**config.mk**
```make
export PLATFORM = sky130hd
export DESIGN_NAME = multi_tone_sine_generator_top_flat
export DESIGN_NICKNAME = d
export VERILOG_FILES = /design/src/rtl/mtsg_pkg.sv /design/src/rtl/mtsg_if.sv /design/src/rtl/mtsg_divider.sv /design/src/rtl/mtsg_mulq30.sv /design/src/rtl/multi_tone_sine_generator_top.sv /design/src/flat_wrapper.sv
export SDC_FILE = /design/constraint.sdc
export NUM_CORES = 2
export LEC_CHECK = 0
export BUFFER_PORTS_ARGS = -buffer_cell sky130_fd_sc_hd__buf_2
export CAP_MARGIN = 20
export CORE_UTILIZATION = 55
export CTS_CLUSTER_SIZE = 12
export DETAILED_ROUTE_END_ITERATION = 8
export GPL_TIMING_DRIVEN = 0
export PLACE_DENSITY = 0.82
export REMOVE_ABC_BUFFERS = 1
export SYNTH_ARGS = -nofsm -noshare
export SYNTH_HDL_FRONTEND = slang
export SYNTH_SLANG_ARGS = --single-unit
```
**constraint.sdc**
```tcl
create_clock -name clk -period 11.5 [get_ports clk]
set_input_delay 1.725 -clock clk [delete_from_list [all_inputs] [get_ports clk]]
set_output_delay 1.725 -clock clk [all_outputs]
set_load 0.03 [all_outputs]
```
**src/rtl/mtsg_pkg.sv**
```systemverilog
package mtsg_pkg;

    localparam int NUM_TONES = 4;
    localparam int RATE_BITS = 20;
    localparam int TONE_BITS = $clog2(NUM_TONES);

    localparam logic [RATE_BITS-1:0] RATE_RST = RATE_BITS'(48000);
    localparam logic [31:0]          COUNT_RST = 32'd480000;
    localparam logic [63:0]          Q30_ONE = 64'sd1073741824;

    typedef enum logic [2:0] {
        REG_RATE  = 3'd0,
        REG_TONES = 3'd1,
        REG_WIDTH = 3'd2,
        REG_COUNT = 3'd3,
        REG_FREQ0 = 3'd4,
        REG_FREQ1 = 3'd5,
        REG_FREQ2 = 3'd6,
        REG_FREQ3 = 3'd7
    } cfg_idx_t;

    typedef enum logic [3:0] {
        ST_IDLE,
        ST_MOD_PH,
        ST_DIV,
        ST_X2,
        ST_HORNER,
        ST_FINAL,
        ST_ACCUM,
        ST_AVG,
        ST_SCALE,
        ST_UPD_A,
        ST_UPD_B,
        ST_OUT
    } state_t;

    // Q30 coefficients of sin(pi/2*x), highest index first in Horner order
    function automatic logic signed [31:0] sine_coef(input logic [2:0] k);
        logic signed [31:0] c;
        case (k)
            3'd0:    c = 32'sd1686629713;
            3'd1:    c = -32'sd693598668;
            3'd2:    c = 32'sd85569306;
            3'd3:    c = -32'sd5026995;
            3'd4:    c = 32'sd172272;
            3'd5:    c = -32'sd3864;
            3'd6:    c = 32'sd61;
            default: c = 32'sd0;
        endcase
        return c;
    endfunction

endpackage

```
**src/rtl/mtsg_if.sv**
```systemverilog
interface mtsg_in_if;
    logic valid;
    logic ready;
    logic restart;
    modport source (output valid, output restart, input ready);
    modport sink   (input valid, input restart, output ready);
endinterface

interface mtsg_out_if;
    logic        valid;
    logic        ready;
    logic [31:0] sample;
    logic        last_of_run;
    modport source (output valid, output sample, output last_of_run, input ready);
    modport sink   (input valid, input sample, input last_of_run, output ready);
endinterface

```
**src/rtl/mtsg_divider.sv**
```systemverilog
// Restoring divider, one quotient bit per cycle. Unsigned 64 / 32.
module mtsg_divider
    import mtsg_pkg::*;
(
    input  logic        clk,
    input  logic        rst_n,
    input  logic        start,
    input  logic [63:0] dividend,
    input  logic [31:0] divisor,
    output logic        done,
    output logic [63:0] quotient,
    output logic [31:0] remainder
);
    logic [63:0] quo_reg, quo_next;
    logic [32:0] rem_reg, rem_next;
    logic [31:0] den_reg, den_next;
    logic [6:0]  cnt_reg, cnt_next;
    logic        busy_reg, busy_next;
    logic [32:0] trial;

    always_comb
    begin
        quo_next  = quo_reg;
        rem_next  = rem_reg;
        den_next  = den_reg;
        cnt_next  = cnt_reg;
        busy_next = busy_reg;
        trial     = {rem_reg[31:0], quo_reg[63]};
        done      = 1'b0;
        if (start)
        begin
            quo_next  = dividend;
            rem_next  = '0;
            den_next  = divisor;
            cnt_next  = 7'd64;
            busy_next = 1'b1;
        end
        else if (busy_reg)
        begin
            if (trial >= {1'b0, den_reg})
            begin
                rem_next = trial - {1'b0, den_reg};
                quo_next = {quo_reg[62:0], 1'b1};
            end
            else
            begin
                rem_next = trial;
                quo_next = {quo_reg[62:0], 1'b0};
            end
            cnt_next = cnt_reg - 7'd1;
            if (cnt_reg == 7'd1)
            begin
                busy_next = 1'b0;
                done      = 1'b1;
            end
        end
    end

    always_ff @(posedge clk or negedge rst_n)
    begin
        if (!rst_n)
        begin
            busy_reg <= 1'b0;
            cnt_reg  <= '0;
        end
        else
        begin
            busy_reg <= busy_next;
            cnt_reg  <= cnt_next;
        end
    end

    always_ff @(posedge clk)
    begin
        quo_reg <= quo_next;
        rem_reg <= rem_next;
        den_reg <= den_next;
    end

    assign quotient  = quo_next;
    assign remainder = rem_next[31:0];
endmodule

```
**src/rtl/mtsg_mulq30.sv**
```systemverilog
// Registered signed multiply with truncating divide by 2^30.
module mtsg_mulq30
    import mtsg_pkg::*;
(
    input  logic               clk,
    input  logic signed [33:0] a,
    input  logic signed [31:0] b,
    output logic signed [33:0] p
);
    logic signed [65:0] prod_reg;
    logic signed [65:0] adj;

    always_ff @(posedge clk)
    begin
        prod_reg <= 66'(a) * 66'(b);
    end

    always_comb
    begin
        adj = prod_reg;
        if (prod_reg < 0)
            adj = prod_reg + 66'sd1073741823;
    end

    assign p = 34'(adj >>> 30);
endmodule

```
**src/rtl/multi_tone_sine_generator_top.sv**
```systemverilog
// Channel   Dir  Payload
// in_ch     in   restart
// out_ch    out  sample[31:0] signed, last_of_run
// cfg       in   cfg_we, cfg_index[2:0], cfg_data[31:0]
//
// Each sample runs 64-bit bit-serial divides: per active tone a phase
// reduction and a turn fraction, then the average, then for all four
// phases a reduction of the phase and of the frequency and an add
// (skipped on the last sample of a run). One registered multiplier does
// Horner and scaling. Reset clears state; not ready while a sample is in
// work or waiting on out_ch.
module multi_tone_sine_generator_top
    import mtsg_pkg::*;
(
    input  logic        clk,
    input  logic        rst_n,
    mtsg_in_if.sink     in_ch,
    mtsg_out_if.source  out_ch,
    input  logic        cfg_we,
    input  logic [2:0]  cfg_index,
    input  logic [31:0] cfg_data
);
    logic [RATE_BITS-1:0] rate_reg;
    logic [2:0]           tones_reg;
    logic                 wmode_reg;
    logic [31:0]          count_reg;
    logic [19:0]          freq_reg [NUM_TONES];
    logic [RATE_BITS-1:0] phase_reg [NUM_TONES];
    logic [31:0]          index_reg;

    state_t state_reg, state_next;
    logic [TONE_BITS:0]   tone_reg, tone_next;
    logic [2:0]           coef_reg, coef_next;
    logic                 wait_reg, wait_next;
    logic                 sub_reg, sub_next;
    logic signed [33:0]   x_reg, x_next, x2_reg, x2_next, p_reg, p_next;
    logic [1:0]           quad_reg, quad_next;
    logic signed [33:0]   sum_reg, sum_next;
    logic [RATE_BITS-1:0] ph_reg, ph_next;
    logic signed [31:0]   sample_reg, sample_next;
    logic                 last_reg, last_next;
    logic                 valid_reg, valid_next;
    logic                 restart_reg, restart_next;

    logic        div_start, div_done;
    logic [63:0] div_a, div_q;
    logic [31:0] div_b, div_r;
    logic signed [33:0] mul_a, mul_p;
    logic signed [31:0] mul_b;

    logic [31:0]        rate_eff;
    logic [TONE_BITS:0] ntones;
    logic signed [33:0] sabs;
    logic               is_last;

    mtsg_divider u_div (
        .clk(clk), .rst_n(rst_n), .start(div_start), .dividend(div_a),
        .divisor(div_b), .done(div_done), .quotient(div_q), .remainder(div_r)
    );

    mtsg_mulq30 u_mul (.clk(clk), .a(mul_a), .b(mul_b), .p(mul_p));

    assign rate_eff = (rate_reg == '0) ? 32'd1 : 32'(rate_reg);
    always_comb
    begin
        if (tones_reg == 3'd0)
            ntones = (TONE_BITS+1)'(1);
        else if (32'(tones_reg) > NUM_TONES)
            ntones = (TONE_BITS+1)'(NUM_TONES);
        else
            ntones = tones_reg[TONE_BITS:0];
    end
    // a restart item counts from index zero
    assign is_last = ((restart_reg ? 32'd0 : index_reg) + 32'd1) == count_reg;

    assign in_ch.ready        = (state_reg == ST_IDLE) && !valid_reg;
    assign out_ch.valid       = valid_reg;
    assign out_ch.sample      = sample_reg;
    assign out_ch.last_of_run = last_reg;

    always_comb
    begin
        state_next   = state_reg;
        tone_next    = tone_reg;
        coef_next    = coef_reg;
        wait_next    = 1'b0;
        sub_next     = sub_reg;
        x_next       = x_reg;
        x2_next      = x2_reg;
        p_next       = p_reg;
        quad_next    = quad_reg;
        sum_next     = sum_reg;
        ph_next      = ph_reg;
        sample_next  = sample_reg;
        last_next    = last_reg;
        valid_next   = valid_reg;
        restart_next = restart_reg;
        div_start    = 1'b0;
        div_a        = '0;
        div_b        = rate_eff;
        mul_a        = x_reg;
        mul_b        = 32'(x_reg);
        sabs         = '0;
        if (valid_reg && out_ch.ready)
            valid_next = 1'b0;
        unique case (state_reg)
            ST_IDLE:
            begin
                if (in_ch.valid && in_ch.ready)
                begin
                    restart_next = in_ch.restart;
                    tone_next    = '0;
                    sum_next     = '0;
                    state_next   = ST_MOD_PH;
                    wait_next    = 1'b1;
                end
            end
            ST_MOD_PH:
            begin
                div_a = restart_reg ? 64'd0 : 64'(phase_reg[tone_reg[TONE_BITS-1:0]]);
                if (wait_reg)
                    div_start = 1'b1;
                else if (div_done)
                begin
                    ph_next    = RATE_BITS'(div_r);
                    state_next = ST_DIV;
                    wait_next  = 1'b1;
                end
            end
            ST_DIV:
            begin
                div_a = {12'd0, ph_reg, 32'd0};
                if (wait_reg)
                    div_start = 1'b1;
                else if (div_done)
                begin
                    quad_next = div_q[31:30];
                    x_next    = div_q[30] ? (34'sd1073741824 - 34'(div_q[29:0]))
                                          : 34'(div_q[29:0]);
                    state_next = ST_X2;
                    wait_next  = 1'b1;
                end
            end
            ST_X2:
            begin
                if (!wait_reg)
                begin
                    x2_next    = mul_p;
                    p_next     = 34'(sine_coef(3'd6));
                    coef_next  = 3'd5;
                    state_next = ST_HORNER;
                    wait_next  = 1'b1;
                end
            end
            ST_HORNER:
            begin
                mul_a = p_reg;
                mul_b = 32'(x2_reg);
                if (!wait_reg)
                begin
                    p_next    = 34'(sine_coef(coef_reg)) + mul_p;
                    wait_next = 1'b1;
                    if (coef_reg == 3'd0)
                        state_next = ST_FINAL;
                    else
                        coef_next = coef_reg - 3'd1;
                end
            end
            ST_FINAL:
            begin
                mul_a = p_reg;
                mul_b = 32'(x_reg);
                if (!wait_reg)
                begin
                    p_next     = mul_p;
                    state_next = ST_ACCUM;
                end
            end
            ST_ACCUM:
            begin
                sabs = p_reg;
                if (p_reg < 0)
                    sabs = '0;
                if (p_reg > 34'sd1073741824)
                    sabs = 34'sd1073741824;
                sum_next = quad_reg[1] ? (sum_reg - sabs) : (sum_reg + sabs);
                if (tone_reg + 1'b1 == ntones)
                begin
                    state_next = ST_AVG;
                    wait_next  = 1'b1;
                end
                else
                begin
                    tone_next  = tone_reg + 1'b1;
                    state_next = ST_MOD_PH;
                    wait_next  = 1'b1;
                end
            end
            ST_AVG:
            begin
                div_a = sum_reg[33] ? 64'(-sum_reg) : 64'(sum_reg);
                div_b = 32'(ntones);
                if (wait_reg)
                    div_start = 1'b1;
                else if (div_done)
                begin
                    x_next     = sum_reg[33] ? -34'(div_q[31:0]) : 34'(div_q[31:0]);
                    state_next = ST_SCALE;
                    wait_next  = 1'b1;
                end
            end
            ST_SCALE:
            begin
                mul_a = x_reg;
                mul_b = wmode_reg ? 32'sd2147483647 : 32'sd32767;
                if (!wait_reg)
                begin
                    sample_next = 32'(mul_p);
                    last_next   = is_last;
                    tone_next   = '0;
                    state_next  = is_last ? ST_OUT : ST_UPD_A;
                    wait_next   = 1'b1;
                end
            end
            ST_UPD_A:
            begin
                div_a = restart_reg ? 64'd0 : 64'(phase_reg[tone_reg[TONE_BITS-1:0]]);
                if (wait_reg)
                    div_start = 1'b1;
                else if (div_done)
                begin
                    ph_next    = RATE_BITS'(div_r);
                    state_next = ST_UPD_B;
                    wait_next  = 1'b1;
                    sub_next   = 1'b0;
                end
            end
            ST_UPD_B:
            begin
                // freq mod rate, then (ph + f) mod rate by a conditional subtract
                div_a = sub_reg ? 64'(ph_reg) : 64'(freq_reg[tone_reg[TONE_BITS-1:0]]);
                if (wait_reg)
                    div_start = 1'b1;
                else if (div_done)
                begin
                    if (!sub_reg)
                    begin
                        ph_next   = RATE_BITS'((33'(ph_reg) + 33'(div_r)) >= 33'(rate_eff)
                                    ? (33'(ph_reg) + 33'(div_r) - 33'(rate_eff))
                                    : (33'(ph_reg) + 33'(div_r)));
                        state_next = ST_OUT;
                        if (tone_reg + 1'b1 != (TONE_BITS+1)'(NUM_TONES))
                        begin
                            tone_next  = tone_reg + 1'b1;
                            state_next = ST_UPD_A;
                            wait_next  = 1'b1;
                        end
                        sub_next = 1'b1;
                    end
                end
            end
            ST_OUT:
            begin
                if (!valid_reg)
                begin
                    valid_next = 1'b1;
                    state_next = ST_IDLE;
                end
            end
            default: state_next = ST_IDLE;
        endcase
    end

    always_ff @(posedge clk or negedge rst_n)
    begin
        if (!rst_n)
        begin
            state_reg   <= ST_IDLE;
            valid_reg   <= 1'b0;
            wait_reg    <= 1'b0;
            rate_reg    <= RATE_RST;
            tones_reg   <= 3'd4;
            wmode_reg   <= 1'b1;
            count_reg   <= COUNT_RST;
            index_reg   <= '0;
            restart_reg <= 1'b0;
            for (int i = 0; i < NUM_TONES; i++)
            begin
                freq_reg[i]  <= '0;
                phase_reg[i] <= '0;
            end
        end
        else
        begin
            state_reg   <= state_next;
            valid_reg   <= valid_next;
            wait_reg    <= wait_next;
            restart_reg <= restart_next;
            if (cfg_we)
            begin
                unique case (cfg_idx_t'(cfg_index)) inside
                    REG_RATE:  rate_reg  <= cfg_data[RATE_BITS-1:0];
                    REG_TONES: tones_reg <= cfg_data[2:0];
                    REG_WIDTH: wmode_reg <= cfg_data[0];
                    REG_COUNT: count_reg <= cfg_data;
                    REG_FREQ0, REG_FREQ1, REG_FREQ2, REG_FREQ3:
                    begin
                        if (32'(cfg_index) - 32'd4 < NUM_TONES)
                            freq_reg[TONE_BITS'(cfg_index - 3'd4)] <= cfg_data[19:0];
                    end
                    default: ;
                endcase
            end
            if (state_reg == ST_SCALE && !wait_reg)
            begin
                if (is_last)
                begin
                    index_reg <= '0;
                    for (int i = 0; i < NUM_TONES; i++)
                        phase_reg[i] <= '0;
                end
                else
                    index_reg <= (restart_reg ? 32'd0 : index_reg) + 32'd1;
            end
            if (state_reg == ST_UPD_B && !wait_reg && div_done && !sub_reg)
                phase_reg[tone_reg[TONE_BITS-1:0]] <= ph_next;
        end
    end

    always_ff @(posedge clk)
    begin
        tone_reg   <= tone_next;
        coef_reg   <= coef_next;
        sub_reg    <= sub_next;
        x_reg      <= x_next;
        x2_reg     <= x2_next;
        p_reg      <= p_next;
        quad_reg   <= quad_next;
        sum_reg    <= sum_next;
        ph_reg     <= ph_next;
        sample_reg <= sample_next;
        last_reg   <= last_next;
    end

    a_ready_idle: assert property (@(posedge clk) disable iff (!rst_n)
        in_ch.ready |-> state_reg == ST_IDLE) else $error("ready outside idle");
    a_accept_busy: assert property (@(posedge clk) disable iff (!rst_n)
        (in_ch.valid && in_ch.ready) |=> state_reg == ST_MOD_PH)
        else $error("accept did not start work");
    a_valid_hold: assert property (@(posedge clk) disable iff (!rst_n)
        (out_ch.valid && !out_ch.ready) |=> out_ch.valid)
        else $error("result dropped");
    a_no_accept_while_full: assert property (@(posedge clk) disable iff (!rst_n)
        out_ch.valid |-> !in_ch.ready) else $error("accepted with result pending");
endmodule
```
**src/flat_wrapper.sv**
```systemverilog
// flat-port wrapper written by rule: the top's interface ports become plain ports
module multi_tone_sine_generator_top_flat import mtsg_pkg::*;
  (clk, rst_n, cfg_we, cfg_index, cfg_data, in_ch_valid, in_ch_restart, in_ch_ready, out_ch_valid, out_ch_sample, out_ch_last_of_run, out_ch_ready);
  mtsg_in_if in_ch_i ();
  mtsg_out_if out_ch_i ();
  input  logic clk;
  input  logic rst_n;
  input  logic cfg_we;
  input  logic [2:0] cfg_index;
  input  logic [31:0] cfg_data;
  input wire logic [$bits(in_ch_i.valid)-1:0] in_ch_valid;
  input wire logic [$bits(in_ch_i.restart)-1:0] in_ch_restart;
  output wire logic [$bits(in_ch_i.ready)-1:0] in_ch_ready;
  output wire logic [$bits(out_ch_i.valid)-1:0] out_ch_valid;
  output wire logic [$bits(out_ch_i.sample)-1:0] out_ch_sample;
  output wire logic [$bits(out_ch_i.last_of_run)-1:0] out_ch_last_of_run;
  input wire logic [$bits(out_ch_i.ready)-1:0] out_ch_ready;
  assign in_ch_i.valid = in_ch_valid;
  assign in_ch_i.restart = in_ch_restart;
  assign in_ch_ready = in_ch_i.ready;
  assign out_ch_valid = out_ch_i.valid;
  assign out_ch_sample = out_ch_i.sample;
  assign out_ch_last_of_run = out_ch_i.last_of_run;
  assign out_ch_i.ready = out_ch_ready;
  multi_tone_sine_generator_top u_core (.clk(clk), .rst_n(rst_n), .in_ch(in_ch_i), .out_ch(out_ch_i), .cfg_we(cfg_we), .cfg_index(cfg_index), .cfg_data(cfg_data));
endmodule
```
After elaboration in Yosys (flattened, before gate mapping)
Cells that the tools add are included.
{ "op_classes": {"addsub": 16, "mul": 1, "n_div": 0, "order_cmp": 11, "n_eq_ne": 49, "shift": 0, "muxes": 123, "bitwise": 3, "reduce_logical": 46} }
{ "ops": {"columns": ["operator", "n"], "rows": [
  ["two-way mux 34 bit", 15],
  ["two-way mux 20 bit", 15],
  ["two-way mux 64 bit", 4],
  ["one-hot mux 64 bit (4 select lines)", 1],
  ["two-way mux 80 bit", 3],
  ["two-way mux 32 bit", 7],
  ["one-hot mux 32 bit (7 select lines)", 1],
  ["bitwise mux 80 bit", 2],
  ["one-hot mux 34 bit (2 select lines)", 2],
  ["one-hot mux 34 bit (3 select lines)", 1],
  ["binary-select mux 20 bit (select 2 bit)", 2],
  ["demux 20 bit (select 2 bit)", 2],
  ["two-way mux 4 bit", 18],
  [">= comparator 33 x 20 -> 1 bit", 2],
  ["< comparator 66 x 1 -> 1 bit, second input constant", 1],
  ["multiplier 34 x 32 -> 66 bit", 1],
  ["adder 64 x 31 -> 64 bit, second input constant", 1],
  ["negation 34 -> 64 bit", 1],
  ["one-hot mux 32 bit (2 select lines)", 1],
  ["one-hot mux 4 bit (12 select lines)", 1],
  ["two-way mux 3 bit", 14],
  ["one-hot mux 20 bit (2 select lines)", 1],
  ["adder 32 x 34 -> 34 bit", 1],
  ["adder 34 bit", 1],
  ["other kinds (59)", 151]
]} }
{ "totals": {"reg_bits": 641, "latchBits": 0, "mem_bits_rw": 0, "romBits": 0, "inputBits": 41, "out_inout_bits": 35, "word_cells": 285, "n_memories": 0} }

Longest topological paths before layout
{ "logic_depth": {"ltp_word": 13, "ltp_mapped": 42, "depth_no_buf": 38} }

By module
A second synthesis with hierarchy kept.
{ "unflattened": {"hier_cells": 8309, "hier_area_um2": 77379.2} }
{ "by_module_without_submodules": {"columns": ["module", "instances", "cells_per_inst", "area_per_inst_um2", "seq_area_each_um2"], "rows": [
  ["mtsg_mulq30", 1, 4484, 40940.5, 1301.2],
  ["multi_tone_sine_generator_top", 1, 3027, 29246.8, 12056.6],
  ["mtsg_divider", 1, 798, 7191.9, 3083.0]
]} }

Worst setup path after synthesis
OpenSTA, ideal clock, no wires.
{ "synth_timing": {"kind": "reg-to-reg", "from": "register u_core.state_reg[1]", "to": "register u_core.u_mul.prod_reg[62]", "setup_time_ns": 0.072, "t_arrival_ns": 9.825, "t_required_ns": 11.428, "slack_ns": 1.603, "stages_incl_launch_ff": 38, "n_path_buf": 3, "synth_period_minus_slack_ns": 9.897, "path_cell_list": "dfrtp_1 clkbuf_1 inv_1 nand2_1 nor2_1 clkbuf_1 clkbuf_1 mux2i_1 nor2_1 fa_1 fa_1 fa_1 inv_1 fa_1 inv_1 fa_1 inv_1 fa_1 [... 2 more ...] fa_1 ha_1 a21o_1 a21o_1 a21o_1 a21o_1 a21oi_1 o31ai_1 a21oi_1 o21ai_0 a21oi_1 o211ai_1 a31o_2 a21oi_1 o21bai_1 a221o_1 a221oi_1 xnor2_1"} }
{ "synth_via": {"elab_chain_len": 4, "word_cells_on_any_way": 7, "cone_classes": "1 x mul; 3 x eq/ne; 2 x mux; 1 x reduce/logical"} }
{ "synth_rtl": {"columns": ["element", "line", "rtl"], "rows": [
  ["start: declaration", "multi_tone_sine_generator_top.sv:31", "state_t state_reg, state_next;"],
  ["start signal: assignment", "multi_tone_sine_generator_top.sv:295", "state_reg <= state_next;"],
  ["equality test 4 x 3 -> 1 bit", "multi_tone_sine_generator_top.sv:106", "unique case (state_reg)"],
  ["OR reduction 2 bit (no source line)", null, null],
  ["two-way mux 34 bit", "multi_tone_sine_generator_top.sv:106", null],
  ["multiplier 34 x 32 -> 66 bit (*)", "mtsg_mulq30.sv:15", "prod_reg <= 66'(a) * 66'(b);"],
  ["end signal: assignment", "mtsg_mulq30.sv:15", null],
  ["end: declaration", "mtsg_mulq30.sv:10", "logic signed [65:0] prod_reg;"]
]} }
Mark *: on every way between the ends. The rest lies on a longest branch, timed or not.
A chain may end at the register's enable or synchronous reset.

Worst setup path in the final report
{ "layout_timing": {"from": "register u_core.state_reg[2]", "to": "register u_core.u_mul.prod_reg[62]"} }
The elaborated chain is that of the path after synthesis.

==> results.py <==
metrics = {
    "run_status": {
        "outcome": "finished with violations",
        "violations": "DRC",
    },
    "timing": {
        "whs_ns": 0.4830,
        "relSlewSlack_pct": 15.14,
        "tns_ns": 0,
        "period_share_pct": 98.56,
        "setup_viol": 0,
        "tightest_slew_ns": 1.237,
        "fin_worst_skew_ns": 0.05939,
        "max_freq_mhz": 88.22,
        "post-route-min-period_ns": 11.33,
        "slew_violations": 0,
        "rsz0062_at_grt": "true",
        "final_hold_viol_count": 0,
    },
    "synth": {
        "synth_edf_count": 227,
        "synth_cells": 7888,
        "synth_top_area_share_pct": 30.97,
        "netlist_area_um2": 74200,
        "yosysUniqueCellTypes": 99,
        "yosys-top-cells-count": "inv_1 (1,365), nand2_1 (1,198), fa_1 (1,148)",
        "ys_ff_latch": 639,
        "yosysWarnings": 0,
        "synth.area.top_cells": "fa_1 (31%), edfxtp_1 (9.2%), dfrtp_1 (8.3%), inv_1 (6.9%), nand2_1 (6.1%)",
        "synth.largest_area_cell": "fa_1",
        "synth_flop_cell": "dfrtp_1",
        "async_flop_share_pct": 41.16,
        "synth_area_per_cell_um2": 9.407,
        "post-synth-top-count-cell": "inv_1",
        "ys_seq_area_share_pct": 22.10,
    },
    "power_and_ir_drop": {
        "p_switching_w": 0.001315,
        "ir_worst_vdd_v": 0.0001451,
        "internal_power_w": 0.003959,
        "swShare_pct": 24.93,
        "pwr-share-comb_pct": 6.7,
        "finalPower_w": 0.005274,
        "p_leak_nw": 40.98,
        "clkPwrFrac_pct": 45.4,
        "seqPwrFrac_pct": 47.9,
        "p_per_area_nw_per_um2": 65.63,
    },
    "global_route": {
        "grt_max_degree": 106,
        "grt_pass1_vias": 61650,
        "grt.overflow.total": 0,
        "grt_usage_pct": 33.05,
        "grt_pass1_wl_um": 347500,
        "antenna_found_initial": 3,
    },
    "min_path": {
        "holdPathEnd": "u_core.phase_reg[34]",
        "min_from": "u_core.phase_reg[34]",
        "hold_class": "register to register",
        "whs_path_depth": 2,
    },
    "die": {
        "ioPinCount": 76,
        "initial_core_util_pct": 55.53,
        "die_x_um": 369.3,
        "coreArea_um2": 133600,
        "die_height_um": 369.3,
        "rows": 134,
        "dieArea_um2": 136400,
    },
    "critical_path": {
        "crit_arrival_ns": 11.92,
        "start_kind": "register",
        "cp_common_cell": "fa_1",
        "cp_slowest_cell": "fa_1",
        "r2r_slack_ns": 0.17,
        "r2r-start": "u_core.state_reg[2]",
        "crit_required_ns": 12.09,
        "crit_type": "register to register",
        "cpPeakStageDelay_ns": 0.60,
        "r2r_cells": 39,
        "reg2reg_to": "u_core.u_mul.prod_reg[62]",
        "crit_fanout": 19,
        "crit_path_end_kind": "register",
    },
    "drt": {
        "ant_nets": 0,
        "dr.pass1.iters": 8,
        "drt_iter0_drc": 7016,
        "post-route-drc-count": 2,
        "routed_wl_um": 224200,
        "via_per_inst": 6.215,
        "routedWlPerCell_um": 23.27,
        "vias": 59880,
    },
    "finish": {
        "final_util_pct": 60.13,
        "design_area_um2": 80350,
        "drive_above_1_share_pct": 8.395,
        "final_nets": 9319,
        "area_delta_synth_final_pct": 8.293,
    },
    "placed_design": {
        "port_buffers": 75,
        "place_area_um2": 77300,
        "place.gp.congestion": 0.9994,
        "hpwl_um": 168700,
    },
    "clock_tree": {
        "clkSinkCount": 639,
        "cts_made_buffers": 73,
        "cts_max_path_buffers": 3,
        "clockRootBuffer": "clkbuf_16",
        "clk_pin_slew_ns": 0.06,
        "cts_tree": "yes",
        "ctsHoldBuffers": 0,
        "insertion_delay_ns": 0.69,
        "cts_max_level": 3,
    },
    "job": {
        "drv_cap": 0,
    },
}
==> cell type report <==
type	instances	area [µm²]
inverter	1368	5137
clock buffer	105	2027
multi-input combinational	5527	51940
sequential	639	16410
tap	1768	2212
antenna	5	12.51
fill	10390	53270
clock inverter	27	377.9
timing repair buffer	196	2230
==> cells in the final DEF (no fill, tap or decap), types with 23 or more instances in the layout <==
master        n
a21oi_1     221
mux2i_1      79
nand3_1     109
xor2_1      145
xnor2_1     227
clkbuf_16    73
o21a_1       28
o22ai_1      23
nor2b_1      47
buf_6        28
ha_1        325
a211oi_1     23
nor2_1      504
or3_1        24
nor3_1       76
edfxtp_1    227
buf_2        77
and2_1       41
nand4_1      32
nor4_1       36
o21ai_0     207
fa_1       1148
o21ai_1      81
nand2_1    1196
o31ai_1      47
nand2b_1     66
dfrtp_1     242
a22o_1       34
clkbuf_1     24
a211oi_2     25
inv_1      1364
and3_1       49
dfxtp_1     149
o21bai_1     44
buf_16       29
mux2_2      139
a31oi_1      27
buf_4        34
mux4_2       40
a21o_1       86
==> power by group through the flow <==
| stage | sequential [W] | clock [W] | combinational (W) |
|---|---|---|---|
| 2_1_floorplan | 0.00254 | 0 | 0.000224 |
| 3_3_place_gp | 0.00256 | 0 | 0.000322 |
| 3_5_place_dp | 0.00257 | 0 | 0.000339 |
| 4_1_cts | 0.00252 | 0.00241 | 0.000345 |
| 5_1_grt | 0.00254 | 0.00249 | 0.000375 |
| 6_report | 0.00253 | 0.00240 | 0.000351 |
==> stage by stage <==
stage               setup WS (ns)  std cells
floorplan                  -2.425       7529
global placement           -8.255       9372
detailed placement         -1.859       9471
CTS                       0.02782       9607
global route             -0.06089       9630
finish                     0.1652       9635
==> worst max path at each step <==
| stage | cells past startpoint | slack (ns) | from | endpoint |
|---|---|---|---|---|
| detailed placement | 35 | -1.86 | u_core.state_reg[2] | u_core.u_mul.prod_reg[65] |
| CTS | 36 | 0.03 | u_core.state_reg[1] | u_core.u_mul.prod_reg[62] |
| global route | 39 | -0.06 | u_core.state_reg[2] | u_core.u_mul.prod_reg[62] |
| global placement | 31 | -8.26 | u_core.state_reg[1] | u_core.u_mul.prod_reg[65] |
| floorplan | 32 | -2.42 | u_core.state_reg[1] | u_core.u_mul.prod_reg[65] |
| finish | 39 | 0.17 | u_core.state_reg[2] | u_core.u_mul.prod_reg[62] |
==> worst max-delay path: cells and delay by family, from the launching register on <==
family / cells / cell delay, ns
buffers and inverters: 9 / 1.22
flip-flops: 1 / 0.57
AO/OA/AOI/OAI: 14 / 3.66
AND/OR/NAND/NOR: 6 / 0.92
XOR/XNOR: 1 / 0.17
adder cells (fa/ha/maj): 9 / 4.66
==> cell families after synthesis <==
logic type / synth area share, %
and+or+nand+nor: 13.34
buffers and inverters: 8.806
adders and majority gates: 36.48
AOI/OAI and AO/OA: 10.04
DFF: 22.10
xor gates and xnor gates: 4.425
muxes: 4.801
==> per-layer routing <==
layer  GRT usage, %  vias up  wire [µm]
li1               -    25140          -
met1          42.56    29920      80760
met2          50.97     4009     101600
met3          9.475      814      28840
met4          16.65        0      12980
met5              0        -          0
==> timing repair <==
| action | in CTS | in global routing |
|---|---|---|
| setup endpoints to repair | 94 | 106 |
| buffers inserted | 2 | 6 |
| resized for setup | 44 | 30 |
| cloned | 2 | 3 |
| pin swaps | 2 | 5 |
Power figures use the tool's default switching activity.
